File: src/mean_and_stdev_assert.svh
// Assertion macros for the mean and standard deviation block.
`ifndef MEAN_AND_STDEV_ASSERT_SVH
`define MEAN_AND_STDEV_ASSERT_SVH

// Consequent must hold in the same cycle as the antecedent.
`define MSD_ASSERT_SAME(label, clk, rst, ante, cons, msg) \
   label: assert property (@(posedge clk) disable iff (rst) (ante) |-> (cons)) \
      else $error(msg);

// Consequent must hold in the cycle after the antecedent.
`define MSD_ASSERT_NEXT(label, clk, rst, ante, cons, msg) \
   label: assert property (@(posedge clk) disable iff (rst) (ante) |=> (cons)) \
      else $error(msg);

`endif

File: src/msd_pkg.sv
// Shared widths, step counts and controller/datapath command types.
`default_nettype none

package msd_pkg;

   localparam int SAMPLE_W = 24;   // Q12.12 sample
   localparam int SUM_W    = 40;   // signed running sum
   localparam int SMAG_W   = 39;   // magnitude of the running sum
   localparam int SQ_W     = 47;   // one squared sample
   localparam int SQSUM_W  = 63;   // sum of squares
   localparam int CNT_W    = 16;   // sample count
   localparam int ACC_W    = 80;   // signed n*Q - S*S, also the dividend width
   localparam int DVSR_W   = 32;   // divisor, n*(n-1)
   localparam int RAD_W    = 64;   // square root radicand
   localparam int ROOT_W   = RAD_W / 2;
   localparam int REM_W    = ROOT_W + 3;
   localparam int STEP_W   = 7;

   localparam logic [CNT_W-1:0]  MAX_SAMPLES = 16'd65535;
   localparam logic [STEP_W-1:0] DIV_STEPS   = STEP_W'(ACC_W);
   localparam logic [STEP_W-1:0] NQ_STEPS    = STEP_W'(CNT_W);
   localparam logic [STEP_W-1:0] SS_STEPS    = STEP_W'(SMAG_W);
   localparam logic [STEP_W-1:0] SQRT_STEPS  = STEP_W'(ROOT_W);

   // Datapath operation selected by the controller
   typedef enum logic [2:0] {
      OP_NONE,
      OP_MEAN_DIV,
      OP_MEAN_FIX,
      OP_MUL_NQ,
      OP_MUL_SS,
      OP_VAR_DIV,
      OP_SQRT
   } op_type;

   typedef struct packed {
      logic   accum;      // input transaction accepted this cycle
      logic   init;       // first cycle of an operation: load operands
      logic   step;       // one iteration of the current operation
      op_type op;
      logic   load_out;   // capture results into the output register
   } cmd_type;

endpackage

`default_nettype wire

File: src/mean_and_stdev.sv
// Accumulation: one sample per cycle while the input is not stalled. After the last sample
// the input stalls while the mean divide, mean fix, n*Q, S*S, variance divide and square
// root run in that order, the divider and the multiplier each shared by two of them, before
// rsp_valid rises; a one-sample set goes from the mean fix straight to the result.
// Input accepts again once the result sits in the output register.
// Synchronous reset clears the accumulators, the sequencer and rsp_valid.
`default_nettype none
`include "mean_and_stdev_assert.svh"

module mean_and_stdev (
   input  wire logic                                clock,
   input  wire logic                                reset,
   input  wire logic                                req_valid,
   output logic                                     req_stall,
   input  wire logic signed [msd_pkg::SAMPLE_W-1:0] req_sample_value,
   input  wire logic                                req_last_sample,
   output logic                                     rsp_valid,
   input  wire logic                                rsp_stall,
   output logic signed [msd_pkg::SAMPLE_W-1:0]      rsp_mean_value,
   output logic [msd_pkg::SAMPLE_W-1:0]             rsp_stdev_value,
   output logic [msd_pkg::CNT_W-1:0]                rsp_samples_used,
   output logic                                     rsp_too_few,
   output logic                                     rsp_overflow
);

   msd_pkg::cmd_type cmd;
   logic             few;

   // Sequencer
   msd_ctrl u_ctrl (
      .clock           (clock),
      .reset           (reset),
      .req_valid       (req_valid),
      .req_last_sample (req_last_sample),
      .req_stall       (req_stall),
      .rsp_valid       (rsp_valid),
      .rsp_stall       (rsp_stall),
      .few             (few),
      .cmd             (cmd)
   );

   // Arithmetic
   msd_dp u_dp (
      .clock            (clock),
      .reset            (reset),
      .cmd              (cmd),
      .req_sample_value (req_sample_value),
      .few              (few),
      .rsp_mean_value   (rsp_mean_value),
      .rsp_stdev_value  (rsp_stdev_value),
      .rsp_samples_used (rsp_samples_used),
      .rsp_too_few      (rsp_too_few),
      .rsp_overflow     (rsp_overflow)
   );

   // Checks
   `MSD_ASSERT_NEXT(ast_last_stalls, clock, reset, req_valid && !req_stall && req_last_sample, req_stall, "input not stalled after last sample")
   `MSD_ASSERT_SAME(ast_rsp_after_busy, clock, reset, $rose(rsp_valid), $past(req_stall), "result appeared without a compute phase")
   `MSD_ASSERT_SAME(ast_single_zero, clock, reset, rsp_valid && rsp_too_few, rsp_stdev_value == '0 && rsp_samples_used == 16'd1, "single-sample result malformed")
   `MSD_ASSERT_SAME(ast_ovf_full, clock, reset, rsp_valid && rsp_overflow, rsp_samples_used == msd_pkg::MAX_SAMPLES, "overflow flagged below the sample limit")

endmodule

`default_nettype wire

File: src/msd_ctrl.sv
// Controller: sequences accumulation, division, multiply and root steps.
`default_nettype none

module msd_ctrl (
   input  wire logic           clock,
   input  wire logic           reset,
   input  wire logic           req_valid,
   input  wire logic           req_last_sample,
   output logic                req_stall,
   output logic                rsp_valid,
   input  wire logic           rsp_stall,
   input  wire logic           few,
   output msd_pkg::cmd_type    cmd
);

   typedef enum logic [2:0] {
      ST_ACCUM,
      ST_MEAN_DIV,
      ST_MEAN_FIX,
      ST_MUL_NQ,
      ST_MUL_SS,
      ST_VAR_DIV,
      ST_SQRT,
      ST_FINISH
   } state_type;

   state_type                      state_ff, state_in;
   logic [msd_pkg::STEP_W-1:0]     step_ff, step_in;
   logic                           rsp_valid_ff, rsp_valid_in;

   logic                           accept;
   logic                           out_free;
   logic                           done;
   logic [msd_pkg::STEP_W-1:0]     limit;
   msd_pkg::op_type                op;

   assign accept   = req_valid && (state_ff == ST_ACCUM);
   assign out_free = !rsp_valid_ff || !rsp_stall;
   assign done     = (step_ff == limit);

   // Operation and iteration count per state
   always_comb begin
      op    = msd_pkg::OP_NONE;
      limit = '0;
      unique case (state_ff) inside
         ST_MEAN_DIV: begin
            op    = msd_pkg::OP_MEAN_DIV;
            limit = msd_pkg::DIV_STEPS;
         end
         ST_MEAN_FIX: begin
            op    = msd_pkg::OP_MEAN_FIX;
         end
         ST_MUL_NQ: begin
            op    = msd_pkg::OP_MUL_NQ;
            limit = msd_pkg::NQ_STEPS;
         end
         ST_MUL_SS: begin
            op    = msd_pkg::OP_MUL_SS;
            limit = msd_pkg::SS_STEPS;
         end
         ST_VAR_DIV: begin
            op    = msd_pkg::OP_VAR_DIV;
            limit = msd_pkg::DIV_STEPS;
         end
         ST_SQRT: begin
            op    = msd_pkg::OP_SQRT;
            limit = msd_pkg::SQRT_STEPS;
         end
         ST_ACCUM, ST_FINISH: begin
            op    = msd_pkg::OP_NONE;
         end
         default: begin
            op    = msd_pkg::OP_NONE;
         end
      endcase
   end

   // Next state
   always_comb begin
      state_in     = state_ff;
      step_in      = '0;
      rsp_valid_in = rsp_valid_ff && rsp_stall;
      unique case (state_ff)
         ST_ACCUM: begin
            if (accept && req_last_sample) begin
               state_in = ST_MEAN_DIV;
            end
         end
         ST_FINISH: begin
            if (out_free) begin
               rsp_valid_in = 1'b1;
               state_in     = ST_ACCUM;
            end
         end
         default: begin
            if (!done) begin
               step_in = step_ff + 1'b1;
            end else begin
               unique case (state_ff)
                  ST_MEAN_DIV: state_in = ST_MEAN_FIX;
                  ST_MEAN_FIX: state_in = few ? ST_FINISH : ST_MUL_NQ;
                  ST_MUL_NQ:   state_in = ST_MUL_SS;
                  ST_MUL_SS:   state_in = ST_VAR_DIV;
                  ST_VAR_DIV:  state_in = ST_SQRT;
                  default:     state_in = ST_FINISH;
               endcase
            end
         end
      endcase
   end

   // State and registered outputs
   always_ff @(posedge clock) begin
      if (reset) begin
         state_ff     <= ST_ACCUM;
         step_ff      <= '0;
         rsp_valid_ff <= 1'b0;
      end else begin
         state_ff     <= state_in;
         step_ff      <= step_in;
         rsp_valid_ff <= rsp_valid_in;
      end
   end

   assign req_stall    = (state_ff != ST_ACCUM);
   assign rsp_valid    = rsp_valid_ff;
   assign cmd.accum    = accept;
   assign cmd.init     = (step_ff == '0);
   assign cmd.step     = (step_ff != '0);
   assign cmd.op       = op;
   assign cmd.load_out = (state_ff == ST_FINISH) && out_free;

endmodule

`default_nettype wire

File: src/msd_dp.sv
// Datapath: accumulators, shift-add multiplier, restoring divider, square root.
`default_nettype none

module msd_dp (
   input  wire logic                               clock,
   input  wire logic                               reset,
   input  wire msd_pkg::cmd_type                   cmd,
   input  wire logic signed [msd_pkg::SAMPLE_W-1:0] req_sample_value,
   output logic                                    few,
   output logic signed [msd_pkg::SAMPLE_W-1:0]     rsp_mean_value,
   output logic [msd_pkg::SAMPLE_W-1:0]            rsp_stdev_value,
   output logic [msd_pkg::CNT_W-1:0]               rsp_samples_used,
   output logic                                    rsp_too_few,
   output logic                                    rsp_overflow
);

   localparam int SAMPLE_W = msd_pkg::SAMPLE_W;
   localparam int SUM_W    = msd_pkg::SUM_W;
   localparam int SMAG_W   = msd_pkg::SMAG_W;
   localparam int SQ_W     = msd_pkg::SQ_W;
   localparam int SQSUM_W  = msd_pkg::SQSUM_W;
   localparam int CNT_W    = msd_pkg::CNT_W;
   localparam int ACC_W    = msd_pkg::ACC_W;
   localparam int DVSR_W   = msd_pkg::DVSR_W;
   localparam int RAD_W    = msd_pkg::RAD_W;
   localparam int ROOT_W   = msd_pkg::ROOT_W;
   localparam int REM_W    = msd_pkg::REM_W;

   // Accumulator state
   logic [SUM_W-1:0]    sum_ff, sum_in;
   logic [SQSUM_W-1:0]  sqsum_ff, sqsum_in;
   logic [CNT_W-1:0]    count_ff, count_in;
   logic                ovf_ff, ovf_in;
   logic [SQ_W-1:0]     sq_ff, sq_in;
   logic                sq_pend_ff, sq_pend_in;

   // Shift-add multiplier
   logic [ACC_W-1:0]    acc_ff, acc_in;
   logic [ACC_W-1:0]    mcand_ff, mcand_in;
   logic [SMAG_W-1:0]   mplier_ff, mplier_in;
   logic [DVSR_W-1:0]   nn1_ff, nn1_in;

   // Restoring divider
   logic [ACC_W-1:0]    div_dq_ff, div_dq_in;
   logic [DVSR_W-1:0]   div_rem_ff, div_rem_in;
   logic [DVSR_W-1:0]   div_dvsr_ff, div_dvsr_in;

   // Digit-by-digit square root
   logic [RAD_W-1:0]    rad_ff, rad_in;
   logic [REM_W-1:0]    sq_rem_ff, sq_rem_in;
   logic [ROOT_W-1:0]   root_ff, root_in;
   logic                stdev_ok_ff, stdev_ok_in;

   logic [SAMPLE_W-1:0] mean_ff, mean_in;

   // Output register
   logic [SAMPLE_W-1:0] out_mean_ff, out_mean_in;
   logic [SAMPLE_W-1:0] out_stdev_ff, out_stdev_in;
   logic [CNT_W-1:0]    out_used_ff, out_used_in;
   logic                out_few_ff, out_few_in;
   logic                out_ovf_ff, out_ovf_in;

   logic                    use_sample;
   logic [SUM_W-1:0]        sample_ext;
   logic [SQ_W-1:0]         sq_prod;
   logic [SUM_W-1:0]        sum_neg;
   logic [SMAG_W-1:0]       smag;
   logic [ACC_W-1:0]        mul_term;
   logic [DVSR_W:0]         div_shift;
   logic [DVSR_W+1:0]       div_diff;
   logic                    div_fit;
   logic [REM_W-1:0]        sqrt_shift;
   logic [REM_W-1:0]        sqrt_trial;
   logic [REM_W:0]          sqrt_diff;
   logic                    sqrt_fit;
   logic                    rem_zero;

   assign few = (count_ff[CNT_W-1:1] == '0);

   // Sample accumulation; squares are added in the cycle after acceptance
   always_comb begin
      sample_ext = {{(SUM_W-SAMPLE_W){req_sample_value[SAMPLE_W-1]}}, req_sample_value};
      // a square of a 24-bit sample always fits in 47 bits
      sq_prod    = SQ_W'(req_sample_value) * SQ_W'(req_sample_value);
      use_sample = cmd.accum && (count_ff != msd_pkg::MAX_SAMPLES);
      sum_in     = sum_ff;
      count_in   = count_ff;
      ovf_in     = ovf_ff;
      sq_in      = sq_prod;
      sq_pend_in = use_sample;
      sqsum_in   = sq_pend_ff ? sqsum_ff + SQSUM_W'(sq_ff) : sqsum_ff;
      if (use_sample) begin
         sum_in   = sum_ff + sample_ext;
         count_in = count_ff + 1'b1;
      end
      if (cmd.accum && !use_sample) begin
         ovf_in = 1'b1;
      end
      if (cmd.load_out) begin
         sum_in   = '0;
         sqsum_in = '0;
         count_in = '0;
         ovf_in   = 1'b0;
      end
   end

   // Magnitude of the running sum
   assign sum_neg = -sum_ff;
   assign smag    = sum_ff[SUM_W-1] ? sum_neg[SMAG_W-1:0] : sum_ff[SMAG_W-1:0];

   // Iteration terms
   assign mul_term   = mplier_ff[0] ? mcand_ff : '0;
   assign div_shift  = {div_rem_ff, div_dq_ff[ACC_W-1]};
   assign div_diff   = {1'b0, div_shift} - {2'b00, div_dvsr_ff};
   assign div_fit    = !div_diff[DVSR_W+1];
   assign sqrt_shift = {sq_rem_ff[REM_W-3:0], rad_ff[RAD_W-1 -: 2]};
   assign sqrt_trial = {1'b0, root_ff, 2'b01};
   assign sqrt_diff  = {1'b0, sqrt_shift} - {1'b0, sqrt_trial};
   assign sqrt_fit   = !sqrt_diff[REM_W];
   assign rem_zero   = (div_rem_ff == '0);

   // Multi-cycle operations
   always_comb begin
      acc_in      = acc_ff;
      mcand_in    = mcand_ff;
      mplier_in   = mplier_ff;
      nn1_in      = nn1_ff;
      div_dq_in   = div_dq_ff;
      div_rem_in  = div_rem_ff;
      div_dvsr_in = div_dvsr_ff;
      rad_in      = rad_ff;
      sq_rem_in   = sq_rem_ff;
      root_in     = root_ff;
      stdev_ok_in = stdev_ok_ff;
      mean_in     = mean_ff;
      case (cmd.op) inside
         msd_pkg::OP_MEAN_DIV, msd_pkg::OP_VAR_DIV: begin
            if (cmd.init) begin
               div_rem_in = '0;
               if (cmd.op == msd_pkg::OP_MEAN_DIV) begin
                  div_dq_in   = ACC_W'(smag);
                  div_dvsr_in = DVSR_W'(count_ff);
                  stdev_ok_in = 1'b0;
               end else begin
                  div_dq_in   = acc_ff;
                  div_dvsr_in = nn1_ff;
               end
            end else if (cmd.step) begin
               div_dq_in  = {div_dq_ff[ACC_W-2:0], div_fit};
               div_rem_in = div_fit ? div_diff[DVSR_W-1:0] : div_shift[DVSR_W-1:0];
            end
         end
         msd_pkg::OP_MEAN_FIX: begin
            // floor for a negative sum: -(q + (r != 0)) = ~q + (r == 0)
            if (sum_ff[SUM_W-1]) begin
               mean_in = ~div_dq_ff[SAMPLE_W-1:0] + SAMPLE_W'(rem_zero);
            end else begin
               mean_in = div_dq_ff[SAMPLE_W-1:0];
            end
         end
         msd_pkg::OP_MUL_NQ: begin
            if (cmd.init) begin
               acc_in    = '0;
               mcand_in  = ACC_W'(sqsum_ff);
               mplier_in = SMAG_W'(count_ff);
               nn1_in    = DVSR_W'(count_ff) * DVSR_W'(count_ff - 1'b1);
            end else if (cmd.step) begin
               acc_in    = acc_ff + mul_term;
               mcand_in  = {mcand_ff[ACC_W-2:0], 1'b0};
               mplier_in = {1'b0, mplier_ff[SMAG_W-1:1]};
            end
         end
         msd_pkg::OP_MUL_SS: begin
            if (cmd.init) begin
               mcand_in  = ACC_W'(smag);
               mplier_in = smag;
            end else if (cmd.step) begin
               acc_in    = acc_ff - mul_term;
               mcand_in  = {mcand_ff[ACC_W-2:0], 1'b0};
               mplier_in = {1'b0, mplier_ff[SMAG_W-1:1]};
            end
         end
         msd_pkg::OP_SQRT: begin
            if (cmd.init) begin
               rad_in      = div_dq_ff[RAD_W-1:0];
               sq_rem_in   = '0;
               root_in     = '0;
               // a negative n*Q - S*S gives a zero deviation
               stdev_ok_in = !acc_ff[ACC_W-1];
            end else if (cmd.step) begin
               sq_rem_in = sqrt_fit ? sqrt_diff[REM_W-1:0] : sqrt_shift;
               root_in   = {root_ff[ROOT_W-2:0], sqrt_fit};
               rad_in    = {rad_ff[RAD_W-3:0], 2'b00};
            end
         end
         default: begin
         end
      endcase
   end

   // Result capture
   always_comb begin
      out_mean_in  = out_mean_ff;
      out_stdev_in = out_stdev_ff;
      out_used_in  = out_used_ff;
      out_few_in   = out_few_ff;
      out_ovf_in   = out_ovf_ff;
      if (cmd.load_out) begin
         out_mean_in  = mean_ff;
         out_stdev_in = stdev_ok_ff ? root_ff[SAMPLE_W-1:0] : '0;
         out_used_in  = count_ff;
         out_few_in   = (count_ff == CNT_W'(1));
         out_ovf_in   = ovf_ff;
      end
   end

   // Accumulator state, cleared by reset
   always_ff @(posedge clock) begin
      if (reset) begin
         sum_ff     <= '0;
         sqsum_ff   <= '0;
         count_ff   <= '0;
         ovf_ff     <= 1'b0;
         sq_pend_ff <= 1'b0;
      end else begin
         sum_ff     <= sum_in;
         sqsum_ff   <= sqsum_in;
         count_ff   <= count_in;
         ovf_ff     <= ovf_in;
         sq_pend_ff <= sq_pend_in;
      end
   end

   // Working and payload registers
   always_ff @(posedge clock) begin
      sq_ff        <= sq_in;
      acc_ff       <= acc_in;
      mcand_ff     <= mcand_in;
      mplier_ff    <= mplier_in;
      nn1_ff       <= nn1_in;
      div_dq_ff    <= div_dq_in;
      div_rem_ff   <= div_rem_in;
      div_dvsr_ff  <= div_dvsr_in;
      rad_ff       <= rad_in;
      sq_rem_ff    <= sq_rem_in;
      root_ff      <= root_in;
      stdev_ok_ff  <= stdev_ok_in;
      mean_ff      <= mean_in;
      out_mean_ff  <= out_mean_in;
      out_stdev_ff <= out_stdev_in;
      out_used_ff  <= out_used_in;
      out_few_ff   <= out_few_in;
      out_ovf_ff   <= out_ovf_in;
   end

   assign rsp_mean_value   = out_mean_ff;
   assign rsp_stdev_value  = out_stdev_ff;
   assign rsp_samples_used = out_used_ff;
   assign rsp_too_few      = out_few_ff;
   assign rsp_overflow     = out_ovf_ff;

endmodule

`default_nettype wire
File: config.mk
export PLATFORM = sky130hd
export DESIGN_NAME = mean_and_stdev
export DESIGN_NICKNAME = d
export VERILOG_FILES = /design/src/msd_pkg.sv /design/src/mean_and_stdev.sv /design/src/msd_ctrl.sv /design/src/msd_dp.sv
export VERILOG_INCLUDE_DIRS = /design/src /design/src/src
export SDC_FILE = /design/constraint.sdc
export NUM_CORES = 2
export LEC_CHECK = 0
export BUFFER_PORTS_ARGS = -buffer_cell sky130_fd_sc_hd__buf_2
export CORE_MARGIN = 2
export CORE_UTILIZATION = 59
export DETAILED_ROUTE_END_ITERATION = 8
export PLACE_DENSITY_LB_ADDON = 0.2
export SKIP_LAST_GASP = 1
export SLEW_MARGIN = 15
export SYNTH_ARGS = -nofsm -noshare
export SYNTH_HDL_FRONTEND = slang
export SYNTH_SLANG_ARGS = --single-unit
File: constraint.sdc
create_clock -name clock -period 34 [get_ports clock]
set_input_delay 6.8 -clock clock [delete_from_list [all_inputs] [get_ports clock]]
set_output_delay 6.8 -clock clock [all_outputs]
set_load 0.03 [all_outputs]
# --- Word-level counts from Yosys, hierarchy flattened ---
# Cells that the tools add are included.
word_totals:
  register_bits: 774
  ramBits: 0
  elab_cells: 156
  inputBits: 29
  out_inout_bits: 68
  mem_bits_ro: 0
  latch_bits: 0
  n_memories: 0
classes:
  n_shift: 0
  div: 0
  reduce_logical: 36
  eq_ne: 27
  magnitude_cmp: 0
  muxes: 48
  n_addsub: 11
  n_bitwise: 5
  multipliers: 2
ops:
  columns: ["cell", "count"]
  rows:
  - ["$mux W80", 15]
  - ["$mux W39", 6]
  - ["$mux W64", 2]
  - ["$mux W32", 3]
  - ["$add A80 B80 Y80", 1]
  - ["$sub A80 B80 Y80", 1]
  - ["$mux W33", 2]
  - ["$add A63 B47 Y63", 1]
  - ["$mul A24 B24 Y47", 1]
  - ["$add A40 B40 Y40", 1]
  - ["$neg A39 Y39", 1]
  - ["$sub A35 B34 Y36", 1]
  - ["$sub A33 B32 Y34", 1]
  - ["$logic_not A32 Y1", 1]
  - ["$mul A16 B32 Y32", 1]
  - ["$pmux W7 S4", 1]
  - ["$add A24 B1 Y24", 1]
  - ["$mux W24", 1]
  - ["$not A24 Y24", 1]
  - ["$eq A3 B3 Y1 const B", 7]
  - ["$pmux W3 S6", 1]
  - ["$sub A16 B1 Y17 const B", 1]
  - ["$add A16 B1 Y16 const B", 1]
  - ["$eq A16 B1 Y1 const B", 1]
  - ["31 further kinds", 76]

# --- Depth between registers and ports, before layout ---
logic_depth:
  depth_word: 8
  mapped_depth: 33
  depth_no_buf: 31

# --- By module ---
# From an unflattened synthesis, not the netlist that was laid out.
hier_totals:
  cells_unflattened: 8355
  hier_area_um2: 78206.3
modules_own_cells:
  columns: ["module", "cells_per_inst", "area_each_um2", "instances", "seq_area_each_um2"]
  rows:
  - ["msd_dp", 8257, 77458.0, 1, 21180.3]
  - ["msd_ctrl", 98, 748.2, 1, 220.2]

# --- Worst setup path after synthesis ---
# OpenSTA, ideal clock, no wires.
synth_path:
  path_type: "input to register"
  start: "in req_sample_value[23] (netlist bit)"
  end: "reg u_dp.sq_ff[44]"
  t_required_ns: 33.928
  stages: 28
  setup_time_ns: 0.072
  slack_ns: 20.371
  path_buffers: 2
  arrival_ns: 13.557
  cell_sequence: "clkbuf_1 > clkbuf_1 > nand2_1 > inv_1 > fa_1 > fa_1 > inv_1 > fa_1 > inv_1 > fa_1 > fa_1 > fa_1 > inv_1 > fa_1 > inv_1 > ha_1 > a21o_1 > a21oi_1 > o21ai_0 > a31oi_1 > o21bai_1 > a21o_1 > o31ai_1 > nand2_1 > a21o_1 > a211oi_1 > or3_1 > xnor2_1"
synth_between:
  elab_chain_len: 1
synth_lines:
  columns: ["item", "line", "source"]
  rows:
  - ["from (decl)", "mean_and_stdev.sv:15", "input wire logic signed [msd_pkg::SAMPLE_W-1:0] req_sample_value,"]
  - ["$mul A24 B24 Y47", "msd_dp.sv:84", "sq_prod = SQ_W'(req_sample_value) * SQ_W'(req_sample_value);"]
  - ["via u_dp.sq_in[44]", "msd_dp.sv:34", "logic [SQ_W-1:0] sq_ff, sq_in;"]
  - ["to (signal assigned)", "msd_dp.sv:236", "sq_ff <= sq_in;"]
  - ["to (decl)", "msd_dp.sv:34", null]
# The timed path passes the listed nets, and every way through them passes these cells.
# A chain may end at the register's enable or synchronous reset.

# --- Worst setup path in the final report ---
layout_path:
  start: "in req_sample_value[8] (netlist bit)"
  end: "reg u_dp.sq_ff[45]"
# Same word-level chain as after synthesis.

==> report_table.html <==
<table>
<tr><th>Metric</th><th>Value</th></tr>
<tr><th colspan="2">Outcome</th></tr>
<tr><td>Status</td><td>finished with violations</td></tr>
<tr><td>Failing checks</td><td>DRC</td></tr>
<tr><th colspan="2">Global route</th></tr>
<tr><td>Global-route track usage on met2</td><td>0.485</td></tr>
<tr><td>Number of antenna violations at the first check in global routing</td><td>4</td></tr>
<tr><td>Total global-route track usage</td><td>0.307</td></tr>
<tr><td>Largest net degree at the start of global routing</td><td>102</td></tr>
<tr><td>GRT met3 Usage</td><td>0.0431</td></tr>
<tr><td>Global-route met1 utilization</td><td>0.439</td></tr>
<tr><td>Leftover overflow at the end of global routing</td><td>0</td></tr>
<tr><td>Most congested layer reported by global routing</td><td>met2</td></tr>
<tr><td>Global-route wire length before repair</td><td>331 mm</td></tr>
<tr><td>Number of global-route vias before repair</td><td>61,133</td></tr>
<tr><th colspan="2">Critical path</th></tr>
<tr><td>CP Capture Point</td><td>u_dp.sq_ff[45]</td></tr>
<tr><td>Kind of end point of the critical path</td><td>register</td></tr>
<tr><td>RR Endpoint</td><td>u_dp.nn1_ff[31]</td></tr>
<tr><td>Critical path fanouts, max</td><td>23</td></tr>
<tr><td>Critical Path AT</td><td>14.58 ns</td></tr>
<tr><td>Worst path max stage delay</td><td>0.61 ns</td></tr>
<tr><td>Register-to-register path setup slack</td><td>24.81 ns</td></tr>
<tr><td>Most frequent cell on the critical path</td><td>sky130_fd_sc_hd__inv_1</td></tr>
<tr><td>Kind of start point of the critical path</td><td>primary input</td></tr>
<tr><td>Reg2Reg Launch Point</td><td>u_dp.count_ff[2]</td></tr>
<tr><td>Required time at the worst-slack endpoint</td><td>34.62 ns</td></tr>
<tr><td>Critical Path Start</td><td>req_sample_value[8]</td></tr>
<tr><td>Family of cells with the greatest summed delay on the critical path</td><td>adder cells</td></tr>
<tr><td>Buffer and inverter count on the worst path</td><td>9</td></tr>
<tr><td>Cell depth of the worst setup path</td><td>29</td></tr>
<tr><td>Category of the most critical setup path</td><td>primary input to register</td></tr>
<tr><td>Cell with the largest stage delay on the worst path</td><td>sky130_fd_sc_hd__fa_1</td></tr>
<tr><td>Worst R2R Path Depth</td><td>28</td></tr>
<tr><th colspan="2">Die</th></tr>
<tr><td>Initial standard-cell utilization of the core</td><td>0.593</td></tr>
<tr><td>Number of placement rows</td><td>133</td></tr>
<tr><td>Area of the die</td><td>135,000 sq um</td></tr>
<tr><td>Number of primary I/O pins</td><td>97</td></tr>
<tr><td>Die X-Extent</td><td>367 um</td></tr>
<tr><td>Vertical die dimension</td><td>367 um</td></tr>
<tr><td>Core box area</td><td>131,000 sq um</td></tr>
<tr><th colspan="2">Detailed routing</th></tr>
<tr><td>Post-detailed-route DRC marker count</td><td>1</td></tr>
<tr><td>Vias post-DR</td><td>60,676</td></tr>
<tr><td>Drt via density</td><td>5.90</td></tr>
<tr><td>Routed wire per std cell</td><td>20.0 um</td></tr>
<tr><td>DR iter-0 viols</td><td>5,601</td></tr>
<tr><td>Routed wire length</td><td>205 mm</td></tr>
<tr><td>Antenna-violating nets left</td><td>0</td></tr>
<tr><td>Drt first pass iters</td><td>8</td></tr>
<tr><th colspan="2">Finish</th></tr>
<tr><td>Synthesis-to-layout area growth</td><td>6.26%</td></tr>
<tr><td>Most frequent standard cell in the layout excluding fill and tap cells</td><td>sky130_fd_sc_hd__inv_1</td></tr>
<tr><td>Most frequent cells in the layout</td><td>1,274 x sky130_fd_sc_hd__inv_1, 1,039 x sky130_fd_sc_hd__nand2_1, 829 x sky130_fd_sc_hd__fa_1</td></tr>
<tr><td>Ratio of cells with drive above 1 in the final layout</td><td>0.0413</td></tr>
<tr><td>Final Net Count</td><td>9,852</td></tr>
<tr><th colspan="2">Clock network</th></tr>
<tr><td>Number of hold buffers added after cts</td><td>0</td></tr>
<tr><td>TritonCTS Sinks</td><td>772</td></tr>
<tr><td>Clock root buffer</td><td>sky130_fd_sc_hd__clkbuf_16</td></tr>
<tr><td>Number of levels in the clock H-tree</td><td>3</td></tr>
<tr><td>Maximum number of buffers from clock root to sink</td><td>3</td></tr>
<tr><td>Number of buffers created by CTS</td><td>86</td></tr>
<tr><td>Setup Fix Bufs, Post-CTS</td><td>0</td></tr>
<tr><td>TritonCTS clock tree</td><td>yes</td></tr>
<tr><td>Post_cts resized</td><td>0</td></tr>
<tr><td>Worst-Skew Late Latency</td><td>0.73 ns</td></tr>
<tr><td>Clk slew on worst S/H paths</td><td>0.06 ns</td></tr>
<tr><th colspan="2">Timing</th></tr>
<tr><td>Sum Neg Setup Slack</td><td>0 ns</td></tr>
<tr><td>Final setup viols</td><td>0</td></tr>
<tr><td>Total count of max-transition violations in the final report</td><td>0</td></tr>
<tr><td>Part of the cycle the worst path needs</td><td>0.411</td></tr>
<tr><td>Final Hold Fails</td><td>0</td></tr>
<tr><td>Worst clock skew on the final layout</td><td>0.0600 ns</td></tr>
<tr><td>Unrepaired setup endpoints after global routing</td><td>false</td></tr>
<tr><td>Worst-margin pin slew</td><td>1.17 ns</td></tr>
<tr><td>Smallest setup slack after layout</td><td>20.03 ns</td></tr>
<tr><td>Fmax</td><td>0.0716 GHz</td></tr>
<tr><td>Final critical-path required period</td><td>13.97 ns</td></tr>
<tr><td>Max transition margin</td><td>0.220</td></tr>
<tr><th colspan="2">Min path</th></tr>
<tr><td>Class of the tightest hold or removal check</td><td>register to register</td></tr>
<tr><td>Hold Path Depth</td><td>0</td></tr>
<tr><th colspan="2">Yosys</th></tr>
<tr><td>Ys flop type</td><td>sky130_fd_sc_hd__edfxtp_1</td></tr>
<tr><td>Share of flip-flops with an asynchronous set or reset after synthesis</td><td>0</td></tr>
<tr><td>Mean cell area of the mapped netlist</td><td>9.07 sq um</td></tr>
<tr><td>Proportion of synthesized chip area in sequential cells</td><td>0.275</td></tr>
<tr><td>Post-synthesis cell count</td><td>8,569</td></tr>
<tr><td>Share of synthesized cell area in full adder, half adder and majority cells</td><td>0.300</td></tr>
<tr><td>Post-synthesis share of cell area spent on and, or, nand and nor gates</td><td>0.158</td></tr>
<tr><td>Xor-xnor portion of the synthesized cell area</td><td>0.0370</td></tr>
<tr><td>Flop and latch count out of synthesis</td><td>772</td></tr>
<tr><td>Mux cell area share after synthesis</td><td>0.00824</td></tr>
<tr><td>Post-synthesis instance area</td><td>77,700 sq um</td></tr>
<tr><td>Number of different library cells in the post-synthesis netlist</td><td>96</td></tr>
<tr><td>Largest family of logic cells by synthesized area</td><td>adder cells</td></tr>
<tr><td>Synthesized-area fraction occupied by ao, oa, aoi and oai cells</td><td>0.142</td></tr>
<tr><td>EDFF count, synth</td><td>594</td></tr>
<tr><td>Yosys warns</td><td>0</td></tr>
<tr><th colspan="2">Placed design</th></tr>
<tr><td>Routability cong.</td><td>0.983</td></tr>
<tr><td>Worst-case setup slack after placement</td><td>19.33 ns</td></tr>
<tr><td>Estimated wirelength of the detail-placed design</td><td>154 mm</td></tr>
<tr><td>Number of port buffers</td><td>96</td></tr>
<tr><th colspan="2">Job</th></tr>
<tr><td>Number of maximum-capacitance constraint violations</td><td>0</td></tr>
</table>
==> metrics by stage <==
stage | area, sq um | hold WS [ns] | std cells | utilization
detailed placement | 79600 | 0.406 | 10124 | 0.607
finish | 82600 | 0.417 | 10286 | 0.630
global placement | 79600 | 0.402 | 10124 | 0.607
global route | 82600 | 0.429 | 10285 | 0.630
CTS | 82600 | 0.419 | 10285 | 0.630
floorplan | 77800 | 0.400 | 8592 | -
==> state kept, by name (all words and copies together), names as in the netlist, 24 cells and up <==
signal and cells:
u_dp.acc_ff 80, u_dp.mcand_ff 80, u_dp.root_ff 32, u_dp.sum_ff 40, u_dp.rad_ff 64, u_dp.rsp_mean_value 24
u_dp.nn1_ff 31, u_dp.mplier_ff 39, u_dp.div_dvsr_ff 32, u_dp.sq_rem_ff 33, u_dp.sqsum_ff 63, u_dp.div_dq_ff 80
u_dp.rsp_stdev_value 24, u_dp.div_rem_ff 32, u_dp.sq_ff 46, u_dp.mean_ff 24
==> worst min-delay path by stage <==
stage                     start                       to  slack, ns
2_1_floorplan   u_dp.mean_ff[0]   u_dp.rsp_mean_value[0]       0.40
3_3_place_gp   u_dp.mean_ff[20]  u_dp.rsp_mean_value[20]       0.40
3_5_place_dp   u_dp.mean_ff[16]  u_dp.rsp_mean_value[16]       0.41
4_1_cts        u_dp.mean_ff[12]  u_dp.rsp_mean_value[12]       0.42
5_1_grt        u_dp.mean_ff[17]  u_dp.rsp_mean_value[17]       0.43
6_report        u_dp.mean_ff[4]   u_dp.rsp_mean_value[4]       0.42
==> cell families (layout without fill, tap and decap cells) <==
logic type | count (synthesis) | count (layout)
AOI/OAI and AO/OA | 1729 | 1729
xor gates and xnor gates | 328 | 328
adders and majority gates | 1366 | 1366
buffers and inverters | 1644 | 1582
DFF | 772 | 772
muxes | 64 | 64
other | 2 | 26
and+or+nand+nor | 2664 | 2664
==> cell type report <==
type	instances	area, sq um
antenna	1	2.50
inverter	1277	4800
sequential	772	21400
fill	11200	48500
clock buffer	109	2280
tap	1755	2200
timing repair buffer	144	841
multi-input combinational	6176	50300
clock inverter	52	749
==> Yosys cell counts, drive strengths merged, types with 117 or more instances <==
cell type / instances / share of area
inv: 1275 / 0.062
ha: 537 / 0.086
nand3: 153 / 0.0099
o21ai: 357 / 0.023
nor2b: 148 / 0.012
a21o: 143 / 0.014
xor2: 117 / 0.013
nor2: 631 / 0.030
nand2: 1042 / 0.050
edfxtp: 594 / 0.23
fa: 829 / 0.21
and2: 192 / 0.015
nand2b: 183 / 0.015
xnor2: 211 / 0.024
dfxtp: 178 / 0.046
a21oi: 589 / 0.038
clkbuf: 331 / 0.016
==> per-layer routing <==
metal / vias up / wire length, um / share of wire
met5: - / 13 / 0.000063
met1: 29807 / 90600 / 0.44
met4: 2 / 6510 / 0.032
met3: 387 / 15400 / 0.075
li1: 28177 / - / -
met2: 2303 / 92700 / 0.45
Power is not shown: default switching activity piles up to over one toggle a cycle in this logic, so the estimate is an artifact.
